File: config.mk
export PLATFORM = sky130hd
export DESIGN_NAME = string_literal_lexer
export DESIGN_NICKNAME = d
export VERILOG_FILES = /design/src/rtl/core/sll_pkg.sv /design/src/rtl/core/sll_front.sv /design/src/rtl/core/sll_queue.sv /design/src/rtl/core/sll_back.sv /design/src/rtl/core/string_literal_lexer.sv
export SDC_FILE = /design/constraint.sdc
export NUM_CORES = 1
export LEC_CHECK = 0
export BUFFER_PORTS_ARGS = -buffer_cell sky130_fd_sc_hd__buf_2
export CORE_MARGIN = 3
export CORE_UTILIZATION = 65
export CTS_CLUSTER_SIZE = 24
export DETAILED_ROUTE_END_ITERATION = 6
export PLACE_DENSITY_LB_ADDON = 0.08
export REMOVE_ABC_BUFFERS = 1
export SYNTH_ARGS = -nofsm -noshare
export SYNTH_HDL_FRONTEND = slang
export SYNTH_SLANG_ARGS = --single-unit
File: constraint.sdc
create_clock -name i_clk -period 7.3 [get_ports i_clk]
set_input_delay 0.73 -clock i_clk [delete_from_list [all_inputs] [get_ports i_clk]]
set_output_delay 0.73 -clock i_clk [all_outputs]
set_load 0.03 [all_outputs]
File: src/rtl/core/sll_pkg.sv
// Shared types and constants of the string literal lexer.
package sll_pkg;

    // Input modes.
    localparam logic [1:0] MODE_START = 2'd0;
    localparam logic [1:0] MODE_CHAR  = 2'd1;
    localparam logic [1:0] MODE_END   = 2'd2;

    // Result kinds.
    localparam logic [1:0] KIND_CHAR   = 2'd0;
    localparam logic [1:0] KIND_FINISH = 2'd1;
    localparam logic [1:0] KIND_ERROR  = 2'd2;

    // Error codes.
    localparam logic [2:0] ERR_NONE       = 3'd0;
    localparam logic [2:0] ERR_UNCLOSED   = 3'd1;
    localparam logic [2:0] ERR_BAD_ESCAPE = 3'd2;
    localparam logic [2:0] ERR_NO_TICK    = 3'd3;
    localparam logic [2:0] ERR_RANGE      = 3'd4;
    localparam logic [2:0] ERR_BAD_PREFIX = 3'd5;

    // Characters of interest.
    localparam logic [20:0] CH_TICK  = 21'h60;
    localparam logic [20:0] CH_DQ    = 21'h22;
    localparam logic [20:0] CH_SQ    = 21'h27;
    localparam logic [20:0] CH_NL    = 21'h0A;
    localparam logic [20:0] CH_PLUS  = 21'h2B;
    localparam logic [20:0] CH_LO_U  = 21'h75;
    localparam logic [20:0] CH_UP_U  = 21'h55;
    localparam logic [20:0] CH_LO_X  = 21'h78;
    localparam logic [20:0] CH_UP_X  = 21'h58;
    localparam logic [20:0] MAX_CP   = 21'h10FFFF;

    // Depth of the queue between front and back.
    localparam int Q_DEPTH = 4;
    localparam int Q_AW    = $clog2(Q_DEPTH);

    // Lexer phases.
    typedef enum logic [3:0] {
        PH_IDLE  = 4'd0,
        PH_OPEN1 = 4'd1,
        PH_OPEN2 = 4'd2,
        PH_LINE  = 4'd3,
        PH_BLOCK = 4'd4,
        PH_TICK  = 4'd5,
        PH_UNI   = 4'd6,
        PH_HEX   = 4'd7
    } t_phase;

    // All results of one input item: held quotes first, then an optional final result.
    typedef struct packed {
        logic [1:0]  nq;
        logic        has_fin;
        logic [1:0]  kind;
        logic [20:0] ch;
        logic [2:0]  err;
        logic        spare;
        logic        blk;
        logic        esc;
    } t_bundle;

endpackage

File: src/rtl/core/sll_front.sv
// Front part: lexer state machine that turns each input item into a result bundle.
module sll_front import sll_pkg::*; (
    input  logic        i_clk,
    input  logic        i_rst_n,
    input  logic        i_accept,
    input  logic [1:0]  i_mode,
    input  logic [20:0] i_code_point,
    output logic        o_push,
    output t_bundle     o_bundle
);

    t_phase      r_phase, n_phase;
    logic        r_block, n_block;
    logic        r_esc, n_esc;
    logic [1:0]  r_pq, n_pq;
    logic [20:0] r_hex_acc, n_hex_acc;
    logic        r_hex_ovf, n_hex_ovf;

    logic [20:0] c;
    logic [20:0] q;
    logic        hex_ok;
    logic [3:0]  hex_d;
    logic [24:0] hex_t;
    logic        line_body;
    logic        block_body;
    logic        go_idle;
    t_bundle     bnd;

    assign c = i_code_point;
    assign q = r_esc ? CH_DQ : CH_SQ;

    // Hex digit decode.
    always_comb begin
        hex_ok = 1'b1;
        hex_d  = 4'd0;
        if (c >= 21'h30 && c <= 21'h39) begin
            hex_d = 4'(c - 21'h30);
        end else if (c >= 21'h61 && c <= 21'h66) begin
            hex_d = 4'(c - 21'h61 + 21'd10);
        end else if (c >= 21'h41 && c <= 21'h46) begin
            hex_d = 4'(c - 21'h41 + 21'd10);
        end else begin
            hex_ok = 1'b0;
        end
    end

    assign hex_t = {r_hex_acc, hex_d};

    // Next state and result bundle.
    always_comb begin
        n_phase    = r_phase;
        n_block    = r_block;
        n_esc      = r_esc;
        n_pq       = r_pq;
        n_hex_acc  = r_hex_acc;
        n_hex_ovf  = r_hex_ovf;
        line_body  = 1'b0;
        block_body = 1'b0;
        go_idle    = 1'b0;
        bnd.nq      = 2'd0;
        bnd.has_fin = 1'b0;
        bnd.kind    = KIND_CHAR;
        bnd.ch      = '0;
        bnd.err     = ERR_NONE;
        bnd.spare   = 1'b0;
        bnd.blk     = r_block;
        bnd.esc     = r_esc;

        unique case (i_mode)
            MODE_START: begin
                n_block   = 1'b0;
                n_pq      = 2'd0;
                n_hex_acc = '0;
                n_hex_ovf = 1'b0;
                if (c == CH_SQ) begin
                    n_esc   = 1'b0;
                    n_phase = PH_OPEN1;
                end else if (c == CH_DQ) begin
                    n_esc   = 1'b1;
                    n_phase = PH_OPEN1;
                end else begin
                    // Unknown opener: an empty literal finishes at once.
                    n_esc       = 1'b0;
                    n_phase     = PH_IDLE;
                    bnd.has_fin = 1'b1;
                    bnd.kind    = KIND_FINISH;
                    bnd.blk     = 1'b0;
                    bnd.esc     = 1'b0;
                end
            end
            MODE_CHAR: begin
                unique case (r_phase)
                    PH_OPEN1: begin
                        if (c == q) begin
                            n_phase = PH_OPEN2;
                        end else begin
                            n_phase   = PH_LINE;
                            line_body = 1'b1;
                        end
                    end
                    PH_OPEN2: begin
                        if (c == q) begin
                            n_block = 1'b1;
                            n_pq    = 2'd0;
                            n_phase = PH_BLOCK;
                        end else begin
                            // Empty line string; this character lies after it.
                            bnd.has_fin = 1'b1;
                            bnd.kind    = KIND_FINISH;
                            bnd.spare   = 1'b1;
                            go_idle     = 1'b1;
                        end
                    end
                    PH_LINE:  line_body  = 1'b1;
                    PH_BLOCK: block_body = 1'b1;
                    PH_TICK: begin
                        if (c == CH_DQ || c == CH_TICK) begin
                            bnd.has_fin = 1'b1;
                            bnd.ch      = c;
                            n_phase     = r_block ? PH_BLOCK : PH_LINE;
                        end else if (c == CH_LO_U || c == CH_UP_U) begin
                            n_phase = PH_UNI;
                        end else begin
                            bnd.has_fin = 1'b1;
                            bnd.kind    = KIND_ERROR;
                            bnd.err     = ERR_BAD_ESCAPE;
                            go_idle     = 1'b1;
                        end
                    end
                    PH_UNI: begin
                        if (c == CH_LO_X || c == CH_UP_X || c == CH_PLUS) begin
                            n_hex_acc = '0;
                            n_hex_ovf = 1'b0;
                            n_phase   = PH_HEX;
                        end else begin
                            bnd.has_fin = 1'b1;
                            bnd.kind    = KIND_ERROR;
                            bnd.err     = ERR_BAD_PREFIX;
                            go_idle     = 1'b1;
                        end
                    end
                    PH_HEX: begin
                        if (hex_ok) begin
                            // Once overflowed, further digits are ignored.
                            if (!r_hex_ovf) begin
                                n_hex_acc = hex_t[20:0];
                                if (hex_t > 25'(MAX_CP)) begin
                                    n_hex_ovf = 1'b1;
                                end
                            end
                        end else if (c == CH_TICK) begin
                            bnd.has_fin = 1'b1;
                            if (r_hex_ovf) begin
                                bnd.kind = KIND_ERROR;
                                bnd.err  = ERR_RANGE;
                                go_idle  = 1'b1;
                            end else begin
                                bnd.ch  = r_hex_acc;
                                n_phase = r_block ? PH_BLOCK : PH_LINE;
                            end
                        end else begin
                            bnd.has_fin = 1'b1;
                            bnd.kind    = KIND_ERROR;
                            bnd.err     = ERR_NO_TICK;
                            go_idle     = 1'b1;
                        end
                    end
                    default: ;
                endcase
            end
            MODE_END: begin
                unique case (r_phase)
                    PH_OPEN2: begin
                        bnd.has_fin = 1'b1;
                        bnd.kind    = KIND_FINISH;
                        go_idle     = 1'b1;
                    end
                    PH_OPEN1, PH_LINE, PH_BLOCK: begin
                        bnd.has_fin = 1'b1;
                        bnd.kind    = KIND_ERROR;
                        bnd.err     = ERR_UNCLOSED;
                        go_idle     = 1'b1;
                    end
                    PH_TICK: begin
                        bnd.has_fin = 1'b1;
                        bnd.kind    = KIND_ERROR;
                        bnd.err     = ERR_BAD_ESCAPE;
                        go_idle     = 1'b1;
                    end
                    PH_UNI: begin
                        bnd.has_fin = 1'b1;
                        bnd.kind    = KIND_ERROR;
                        bnd.err     = ERR_BAD_PREFIX;
                        go_idle     = 1'b1;
                    end
                    PH_HEX: begin
                        bnd.has_fin = 1'b1;
                        bnd.kind    = KIND_ERROR;
                        bnd.err     = ERR_NO_TICK;
                        go_idle     = 1'b1;
                    end
                    default: ;
                endcase
            end
            default: ;
        endcase

        // Body character of a line string.
        if (line_body) begin
            bnd.has_fin = 1'b1;
            if (c == CH_NL) begin
                bnd.kind = KIND_ERROR;
                bnd.err  = ERR_UNCLOSED;
                go_idle  = 1'b1;
            end else if (c == q) begin
                bnd.kind = KIND_FINISH;
                go_idle  = 1'b1;
            end else if (r_esc && c == CH_TICK) begin
                bnd.has_fin = 1'b0;
                n_phase     = PH_TICK;
            end else begin
                bnd.ch = c;
            end
        end

        // Body character of a block string: quotes are held until the close is known.
        if (block_body) begin
            if (c == q) begin
                if (r_pq == 2'd2) begin
                    bnd.has_fin = 1'b1;
                    bnd.kind    = KIND_FINISH;
                    go_idle     = 1'b1;
                end else begin
                    n_pq = r_pq + 2'd1;
                end
            end else begin
                bnd.nq = r_pq;
                n_pq   = 2'd0;
                if (r_esc && c == CH_TICK) begin
                    n_phase = PH_TICK;
                end else begin
                    bnd.has_fin = 1'b1;
                    bnd.ch      = c;
                end
            end
        end

        // Return to idle after a finish or an error.
        if (go_idle) begin
            n_phase   = PH_IDLE;
            n_block   = 1'b0;
            n_esc     = 1'b0;
            n_pq      = 2'd0;
            n_hex_acc = '0;
            n_hex_ovf = 1'b0;
        end
    end

    assign o_bundle = bnd;
    assign o_push   = i_accept && (bnd.has_fin || (bnd.nq != 2'd0));

    // Lexer state registers.
    always_ff @(posedge i_clk) begin
        if (!i_rst_n) begin
            r_phase   <= PH_IDLE;
            r_block   <= 1'b0;
            r_esc     <= 1'b0;
            r_pq      <= 2'd0;
            r_hex_acc <= '0;
            r_hex_ovf <= 1'b0;
        end else if (i_accept) begin
            r_phase   <= n_phase;
            r_block   <= n_block;
            r_esc     <= n_esc;
            r_pq      <= n_pq;
            r_hex_acc <= n_hex_acc;
            r_hex_ovf <= n_hex_ovf;
        end
    end

endmodule

File: src/rtl/core/sll_queue.sv
// Short queue of result bundles between the front and the back.
module sll_queue import sll_pkg::*; (
    input  logic    i_clk,
    input  logic    i_rst_n,
    input  logic    i_push,
    input  t_bundle i_data,
    input  logic    i_pop,
    output t_bundle o_data,
    output logic    o_full,
    output logic    o_empty
);

    t_bundle         r_mem [Q_DEPTH];
    logic [Q_AW-1:0] r_wr_ptr;
    logic [Q_AW-1:0] r_rd_ptr;
    logic [Q_AW:0]   r_count;
    logic            do_push;
    logic            do_pop;

    assign o_full  = (r_count == (Q_AW+1)'(Q_DEPTH));
    assign o_empty = (r_count == '0);
    assign do_push = i_push && !o_full;
    assign do_pop  = i_pop && !o_empty;
    assign o_data  = r_mem[r_rd_ptr];

    // Storage.
    always_ff @(posedge i_clk) begin
        if (do_push) begin
            r_mem[r_wr_ptr] <= i_data;
        end
    end

    // Pointers and fill count.
    always_ff @(posedge i_clk) begin
        if (!i_rst_n) begin
            r_wr_ptr <= '0;
            r_rd_ptr <= '0;
            r_count  <= '0;
        end else begin
            if (do_push) begin
                r_wr_ptr <= r_wr_ptr + 1'b1;
            end
            if (do_pop) begin
                r_rd_ptr <= r_rd_ptr + 1'b1;
            end
            if (do_push && !do_pop) begin
                r_count <= r_count + 1'b1;
            end else if (do_pop && !do_push) begin
                r_count <= r_count - 1'b1;
            end
        end
    end

endmodule

File: src/rtl/core/sll_back.sv
// Back part: hands out the results of each bundle one transfer at a time.
module sll_back import sll_pkg::*; (
    input  logic        i_clk,
    input  logic        i_rst_n,
    input  t_bundle     i_bundle,
    input  logic        i_q_empty,
    output logic        o_q_pop,
    input  logic        i_pop,
    output logic        o_empty,
    output logic [1:0]  o_kind,
    output logic [20:0] o_char_out,
    output logic [2:0]  o_error_code,
    output logic        o_is_block,
    output logic        o_escapable,
    output logic        o_spare_char,
    output logic        o_last
);

    t_bundle    r_cur;
    logic       r_valid;
    logic [1:0] r_idx;
    logic [1:0] total;
    logic       is_last;
    logic       load;

    assign total   = r_cur.nq + {1'b0, r_cur.has_fin};
    assign is_last = (r_idx == total - 2'd1);
    assign load    = !r_valid || (i_pop && is_last);
    assign o_q_pop = load && !i_q_empty;
    assign o_empty = !r_valid;

    // Held quotes come first, then the final result.
    always_comb begin
        o_is_block  = r_cur.blk;
        o_escapable = r_cur.esc;
        o_last      = is_last;
        if (r_idx < r_cur.nq) begin
            o_kind       = KIND_CHAR;
            o_char_out   = r_cur.esc ? CH_DQ : CH_SQ;
            o_error_code = ERR_NONE;
            o_spare_char = 1'b0;
        end else begin
            o_kind       = r_cur.kind;
            o_char_out   = r_cur.ch;
            o_error_code = r_cur.err;
            o_spare_char = r_cur.spare;
        end
    end

    // Current bundle payload.
    always_ff @(posedge i_clk) begin
        if (o_q_pop) begin
            r_cur <= i_bundle;
        end
    end

    // Valid flag and position within the bundle.
    always_ff @(posedge i_clk) begin
        if (!i_rst_n) begin
            r_valid <= 1'b0;
            r_idx   <= 2'd0;
        end else if (load) begin
            r_valid <= !i_q_empty;
            r_idx   <= 2'd0;
        end else if (i_pop) begin
            r_idx <= r_idx + 2'd1;
        end
    end

endmodule

File: src/rtl/core/string_literal_lexer.sv
// Top level of the string literal lexer: front, bundle queue and back.
// Path: an accepted item's bundle is written into the queue, then loaded into the back stage.
// Throughput: one input item per cycle while the queue has room; the back hands out one result
// per cycle while pop is held, and the four-bundle queue absorbs bursts.
// Reset: synchronous, active low; clears the lexer state, the queue and the output stage.
module string_literal_lexer import sll_pkg::*; (
    input  logic        i_clk,
    input  logic        i_rst_n,
    input  logic        push,
    output logic        full,
    input  logic [1:0]  i_mode,
    input  logic [20:0] i_code_point,
    output logic        empty,
    input  logic        pop,
    output logic [1:0]  o_kind,
    output logic [20:0] o_char_out,
    output logic [2:0]  o_error_code,
    output logic        o_is_block,
    output logic        o_escapable,
    output logic        o_spare_char,
    output logic        o_last
);

    logic    accept;
    logic    f_push;
    t_bundle f_bundle;
    t_bundle q_data;
    logic    q_empty;
    logic    q_pop;

    // An input transfer happens whenever the queue has room.
    assign accept = push && !full;

    sll_front u_front (
        .i_clk        (i_clk),
        .i_rst_n      (i_rst_n),
        .i_accept     (accept),
        .i_mode       (i_mode),
        .i_code_point (i_code_point),
        .o_push       (f_push),
        .o_bundle     (f_bundle)
    );

    sll_queue u_queue (
        .i_clk   (i_clk),
        .i_rst_n (i_rst_n),
        .i_push  (f_push),
        .i_data  (f_bundle),
        .i_pop   (q_pop),
        .o_data  (q_data),
        .o_full  (full),
        .o_empty (q_empty)
    );

    sll_back u_back (
        .i_clk        (i_clk),
        .i_rst_n      (i_rst_n),
        .i_bundle     (q_data),
        .i_q_empty    (q_empty),
        .o_q_pop      (q_pop),
        .i_pop        (pop),
        .o_empty      (empty),
        .o_kind       (o_kind),
        .o_char_out   (o_char_out),
        .o_error_code (o_error_code),
        .o_is_block   (o_is_block),
        .o_escapable  (o_escapable),
        .o_spare_char (o_spare_char),
        .o_last       (o_last)
    );

endmodule
==> impl_metrics.tcl, run 1 <==
set metrics [dict create \
    via_per_inst 7.160 \
    crit_slowest_cell "o31ai_2" \
    max_freq_mhz 233.5 \
    cp_top_family "compound AO/OA/AOI/OAI gates" \
    maxCapViolations 0 \
    yosys.area.top_type "edfxtp_1" \
    cts_resized 0 \
    p_comb_share_pct 23.3 \
    r2r-start "u_front.r_phase[1]" \
    setup_viol 0 \
    timing.final.max_slew_violations 0 \
    worstMarginPinSlew_ns 1.162 \
    violations "design-rule violations" \
    finalCritPeriodShare_pct 58.66 \
    crit_buf_inv 2 \
    crit_required_ns 7.66 \
    switching_share_pct 31.56 \
    synth_commonest_cells "160 x edfxtp_1, 43 x a22o_1, 40 x dfxtp_1" \
    final.min_clock_period_ns 4.282 \
    synth_cells 662 \
    seq_area_sq_um 5607 \
    crit_path_start "i_code_point[20]" \
    io_pins 59 \
    die_w_um 125.0 \
    p_int_mw 2.124 \
    clock_power_share_pct 30.8 \
    io_buffers 58 \
    regToRegSetupSlack_ns 3.34 \
    dp.cells 866 \
    power_frac_seq_pct 45.8 \
    ys_top_cells_by_area "edfxtp_1 52%, dfxtp_1 8.7%, mux4_2 7.8%, a22o_1 4.1%, ha_1 2.0%" \
    netlist_area_sq_um 9206 \
    grt-ovfl-total 0 \
    crit_chain "buf_2, nor4_4, nand2b_1, a311o_1, o22ai_4, nand4_4, nand4_1, a21oi_1, o31ai_2, ha_1, inv_1, fa_1, xor2_1, or3_1, a21oi_1" \
    clk_transition_reported_paths_ns 0.07 \
    p_switching_mw 0.9793 \
    place_ws_ns 2.588 \
    yosysMostFrequentCell "edfxtp_1" \
    async_reset_ff_share_pct 0 \
    wire_per_inst_um 27.94 \
    postRouteAntennaNets 0 \
    core-area_sq_um 13560 \
    cpMostUsedCell "a21oi_1" \
    cp-start-kind "input pin" \
    skew_ns 0.01642 \
    outcome "finished with violations" \
    die_h_um 125.0 \
    drt_first_pass_iters 7 \
    cts_tree "built" \
    end_kind "flip-flop" \
    hold_viol 0 \
    critPathMaxStageDelay_ns 0.56 \
    slew_headroom_pct 22.21 \
    hp-class "flip-flop to flip-flop" \
    grt_pass1_vias 6383 \
    synth_edf_count 160 \
    numCtsBuffers 17 \
    cts_hold_buf 0 \
    drive_gt1_share_pct 21.33 \
    initial_core_util_pct 67.90 \
    synth.top_cell.area_share_pct 52.19 \
    drcViolationCount 2 \
    ys.flop_type "edfxtp_1" \
    fin_util_pct 75.34 \
    rows 42 \
    dieArea_sq_um 15630 \
    via_count 6430 \
    drt_iter0_markers 928 \
    tns_ns 0 \
    gp_congestion 0.9946 \
    rsz0062_at_grt "no" \
    crit_fanout 8 \
    nFillCells 776 \
    antenna-diode-count 0 \
    areaGrowthSynthToFinish_pct 10.95 \
    worstHoldStart "u_queue.r_count[2]" \
    root_buffer "clkbuf_16" \
    grt.total_usage_pct 33.04 \
    peakVddDrop_v 0.0001658 \
    post_synth.cell_area_avg_sq_um 13.91 \
    antenna_found_initial 0 \
    yosys_warnings 0 \
    fin_cells 898 \
    clock-sinks 200 \
    grt_pass1_wl_um 38880 \
    power_density_nw_per_um2 303.8 \
    nets 752 \
    ys_ff_latch 200 \
    wl_um 25090 \
    grt_max_degree 36 \
    clock_path_buffers 2 \
    clock_latency_ns 0.44 \
    ys_seq_area_share_pct 60.89 \
    finalWorstSetupSlack_ns 3.018 \
    synth.distinct_cells 71 \
    detailed_place_hpwl_um 15950 \
    power_leakage_nw 3.716 \
    post_cts_buffers 0 \
    htree_num_levels 4 \
    cp.arrival_ns 4.64 \
    multiInputGateArea_sq_um 3351 \
    crit_type "input pin to flip-flop" \
]
==> registers in the layout, summed over array words and instances, names as in the netlist, 2 cells and up <==
signal / cells
u_queue.r_count: 3
u_queue.r_rd_ptr: 2
u_front.r_pq: 2
u_queue.r_mem: 128
u_back.r_idx: 2
u_front.r_phase: 4
u_back.r_cur: 30
u_front.r_hex_acc: 21
u_queue.r_wr_ptr: 2
==> stage by stage <==
step | instance area (sq um) | power, mW | hold WS [ns]
global placement | 9622 | 2.130 | 0.4744
CTS | 10210 | 3.114 | 0.5215
detailed placement | 9622 | 2.162 | 0.5006
floorplan | 9017 | 1.931 | 0.4644
global route | 10210 | 3.218 | 0.5457
finish | 10210 | 3.103 | 0.5223
==> worst register-to-register path: stages (launching register included) <==
cell	delay, ns
dfxtp_1	0.68
nor2b_1	0.39
nor2b_1	0.38
nand4_4	0.19
nand4_1	0.17
a21oi_1	0.11
o31ai_2	0.56
ha_1	0.32
inv_1	0.06
fa_1	0.38
xor2_1	0.19
or3_1	0.31
a21oi_1	0.15
==> routing by layer <==
metal	GRT usage, %	vias to the layer above	routed length, um
met5	0	-	0
met4	13.46	0	1059
met3	7.548	96	2712
met2	51.25	545	11840
met1	46.05	3119	9473
li1	-	2670	-
==> cells by family (layout without fill, tap and decap cells) <==
kind of cell / after synthesis / after routing / share of synthesized area [%]
AOI/OAI and AO/OA: 135 / 135 / 11.50
xor gates and xnor gates: 12 / 12 / 1.142
adders and majority gates: 16 / 16 / 2.256
buffers and inverters: 61 / 121 / 2.908
DFF: 200 / 200 / 60.89
muxes: 36 / 36 / 8.263
and+or+nand+nor: 202 / 202 / 13.05
==> power groups by stage <==
stage | Sequential [mW] | Clock, mW | Combinational [mW]
after floorplan | 1.47 | 0 | 0.462
after detailed placement | 1.44 | 0 | 0.719
after global routing | 1.43 | 1.01 | 0.773
after CTS | 1.42 | 0.957 | 0.733
after global placement | 1.43 | 0 | 0.697
final | 1.42 | 0.956 | 0.724
==> layout by cell type, fill, tap and decap left out, drive strengths merged, types with 16 or more instances in the layout <==
master / synthesis / final
and2: 29 / 29
nand2: 38 / 38
dfxtp: 40 / 40
nand3: 18 / 18
o21ai: 21 / 21
a21oi: 16 / 16
clkbuf: 24 / 17
edfxtp: 160 / 160
nor2: 33 / 33
inv: 21 / 26
buf: 16 / 68
mux4: 32 / 32
a22o: 43 / 43
==> worst paths after layout <==
path,depth (start not counted),end
worst min-delay path,2,u_queue.r_count[2]
worst max-delay path,15,u_queue.r_count[2]
worst max register to register,12,u_queue.r_count[2]
worst min register to register,2,u_queue.r_count[2]
==> final cells by class <==
type,count,area share (%)
clock buffers,17,4.165
clock inverters,15,1.641
inverters,21,0.7717
multi-input cells,401,32.80
flip-flops and latches,200,54.89
well taps,176,2.156
repair buffers,68,3.577
(Power assumes the default switching activity.)
==> inputs of run 2 (changes only) <==
--- a/config.mk
+++ b/config.mk
@@ -5,9 +5,10 @@
 export SDC_FILE = /design/constraint.sdc
 export NUM_CORES = 1
 export LEC_CHECK = 0
+export ABC_AREA = 1
 export BUFFER_PORTS_ARGS = -buffer_cell sky130_fd_sc_hd__buf_2
 export CORE_MARGIN = 3
-export CORE_UTILIZATION = 65
+export CORE_UTILIZATION = 55
 export CTS_CLUSTER_SIZE = 24
 export DETAILED_ROUTE_END_ITERATION = 6
 export PLACE_DENSITY_LB_ADDON = 0.08
==> constraint.sdc (replaced) <==
create_clock -name i_clk -period 3.7 [get_ports i_clk]
set_input_delay 0.37 -clock i_clk [delete_from_list [all_inputs] [get_ports i_clk]]
set_output_delay 0.37 -clock i_clk [all_outputs]
set_load 0.03 [all_outputs]
==> impl_metrics.tcl, run 2 <==
set metrics [dict create \
    grt_pass1_wl_um 38270 \
    muxShareOfSynthArea_pct 0 \
    dp.cells 1333 \
    rr_endpoint "u_queue.r_count[2]" \
    nFillCells 1500 \
    regMostFlops "u_queue.r_mem" \
    ys_seq_area_share_pct 56.94 \
    power_density_nw_per_um2 605.9 \
    hp-class "input pin to flip-flop" \
    crit_required_ns 4.07 \
    power_frac_seq_pct 43.5 \
    io_buffers 58 \
    timing.final.max_slew_violations 0 \
    skew_ns 0.01467 \
    grt_max_degree 66 \
    die_h_um 139.8 \
    setup_viol 0 \
    detailed_place_hpwl_um 15780 \
    die_w_um 139.8 \
    clock_latency_ns 0.44 \
    outcome "finished, final reports clean" \
    cts_tree "built" \
    largest_reg_flops 128 \
    regToRegSetupSlack_ns 0.43 \
    gp_congestion 1.022 \
    dieArea_sq_um 19540 \
    clock_power_share_pct 27.7 \
    ys.flop_type "edfxtp_1" \
    netlist_area_sq_um 9844 \
    htree_num_levels 4 \
    end_kind "flip-flop" \
    r2r-start "u_front.r_phase[2]" \
    final.min_clock_period_ns 3.274 \
    yosys.area_share.xor_xnor_pct 0.5338 \
    grt_pass1_vias 7138 \
    fin_cells 1365 \
    drt_iter0_markers 722 \
    yosys_warnings 0 \
    seq_area_sq_um 5607 \
    cp-start-kind "flip-flop" \
    mostFrequentLayoutCells "200 x nor2_1, 170 x nand2_1, 160 x edfxtp_1" \
    cp.arrival_ns 3.64 \
    grt.total_usage_pct 24.85 \
    final_common_cell "nor2_1" \
    fin_util_pct 63.35 \
    crit_type "flip-flop to flip-flop" \
    rows 48 \
    ys_top_cells_by_area "edfxtp_1 49%, dfxtp_1 8.1%, nor2_1 7.8%, nand2_1 6.5%, o21ai_0 4.7%" \
    top_regs "u_queue.r_mem x128, u_back.r_cur x30, u_front.r_hex_acc x21" \
    root_buffer "clkbuf_16" \
    p_int_mw 4.300 \
    multiInputGateArea_sq_um 3588 \
    cts_resized 0 \
    yosysMostFrequentCell "nor2_1" \
    synth.distinct_cells 50 \
    max_freq_mhz 305.5 \
    grt-ovfl-total 0 \
    worstHoldStart "pop" \
    synth.top_cell.area_share_pct 48.81 \
    cts_hold_buf 0 \
    post_cts_buffers 0 \
    antenna_found_initial 0 \
    place_ws_ns 0.1765 \
    synth_top_family_by_area "simple AND/OR/NAND/NOR gates" \
    switching_share_pct 35.67 \
    numCtsBuffers 17 \
    finalWorstSetupSlack_ns 0.4262 \
    p_switching_mw 2.384 \
    drive_gt1_share_pct 15.70 \
    antenna-diode-count 0 \
    synth_fa_ha_area_share_pct 2.110 \
    maxCapViolations 0 \
    hold_path_end "u_back.r_idx[0]" \
    areaGrowthSynthToFinish_pct 12.07 \
    clock-sinks 200 \
    io_pins 59 \
    postRouteAntennaNets 0 \
    ys_ff_latch 200 \
    clock_path_buffers 2 \
    peakVddDrop_v 0.0004747 \
    r2r_cells 22 \
    async_reset_ff_share_pct 0 \
    drt_first_pass_iters 6 \
    p_comb_share_pct 28.8 \
    crit_fanout 7 \
    clk_transition_reported_paths_ns 0.07 \
    post_synth.cell_area_avg_sq_um 9.192 \
    core-area_sq_um 17420 \
    rsz0062_at_grt "no" \
    synth_commonest_cells "204 x nor2_1, 170 x nand2_1, 160 x edfxtp_1" \
    synth_edf_count 160 \
    fin_hold_ws_ns 0.2421 \
    worstMarginPinSlew_ns 1.072 \
    nets 1170 \
    synth-simple-area-share_pct 22.97 \
    power_leakage_nw 4.525 \
    drcViolationCount 0 \
    via_per_inst 5.530 \
    yosys.area.top_type "edfxtp_1" \
    initial_core_util_pct 56.52 \
    via_count 7549 \
    synth_compound_area_share_pct 10.74 \
    synth_cells 1071 \
    holdPathStages 3 \
    finalCritPeriodShare_pct 88.48 \
    slew_headroom_pct 28.45 \
    wire_per_inst_um 17.39 \
    wl_um 23740 \
    hold_viol 0 \
]
-- run 2: worst max path at each step --
stage | end | slack (ns) | start
final | u_queue.r_count[2] | 0.43 | u_front.r_phase[2]
after global routing | u_queue.r_count[2] | 0.02 | u_front.r_phase[2]
after CTS | u_queue.r_count[2] | 0.45 | u_front.r_phase[2]
after detailed placement | u_queue.r_count[1] | 0.18 | i_code_point[1]
after global placement | u_queue.r_count[1] | 0.26 | i_code_point[1]
after floorplan | u_queue.r_mem[0][0] | -0.05 | i_mode[1]
-- run 2: area by class of cell --
type	count	area share, %
Timing Repair Buffer	78	4.445
Clock inverter	15	1.565
Multi-Input combinational cell	706	32.52
Clock buffer	17	3.856
Inverter	124	4.241
Sequential cell	200	50.82
Tap cell	225	2.552
-- run 2: cells by family (layout without fill, tap and decap cells) --
group	after synthesis	after routing
AOI/OAI and AO/OA	181	181
xor gates and xnor gates	6	6
adders and majority gates	16	16
buffers and inverters	165	234
DFF	200	200
and+or+nand+nor	503	503
-- run 2: power groups by stage --
stage	clock network (mW)	logic, mW	registers (mW)
global route	1.98	2.17	2.93
floorplan	0	1.24	3.02
global placement	0	1.90	2.95
CTS	1.88	1.95	2.91
finish	1.85	1.93	2.90
detailed placement	0	1.95	2.96
-- run 2: through the flow --
stage                     total power [mW]  TNS [ns]  area [sq um]
final                                6.685         0         11030
after global routing                 7.085         0         11030
after CTS                            6.741         0         11030
after detailed placement             4.909         0         10440
after global placement               4.853         0         10440
after floorplan                      4.267    -6.509          9652
-- run 2: critical path, stage by stage (launching register included) --
cell and delay (ns):
dfxtp_1 0.49, inv_2 0.10, nor2_2 0.12, inv_2 0.05
nor3_1 0.13, inv_1 0.05, nor2_1 0.11, inv_1 0.09
nor2_1 0.31, inv_1 0.17, nor2_1 0.22, nor2_1 0.07
nand2_1 0.10, nand2_1 0.08, inv_1 0.10, ha_1 0.15
inv_1 0.07, fa_1 0.38, nor2_1 0.11, nor2_1 0.04
nand2_1 0.07, o21ai_0 0.07, a21oi_1 0.14
-- run 2: layer usage --
metal	global-route usage, %	vias to the layer above	share of wire (%)	wire length [um]
li1	-	3737	-	-
met4	6.782	0	1.7	414
met2	39.28	266	46	11000
met3	4.777	41	7.1	1683
met5	0	-	0	0
met1	35.50	3505	45	10640
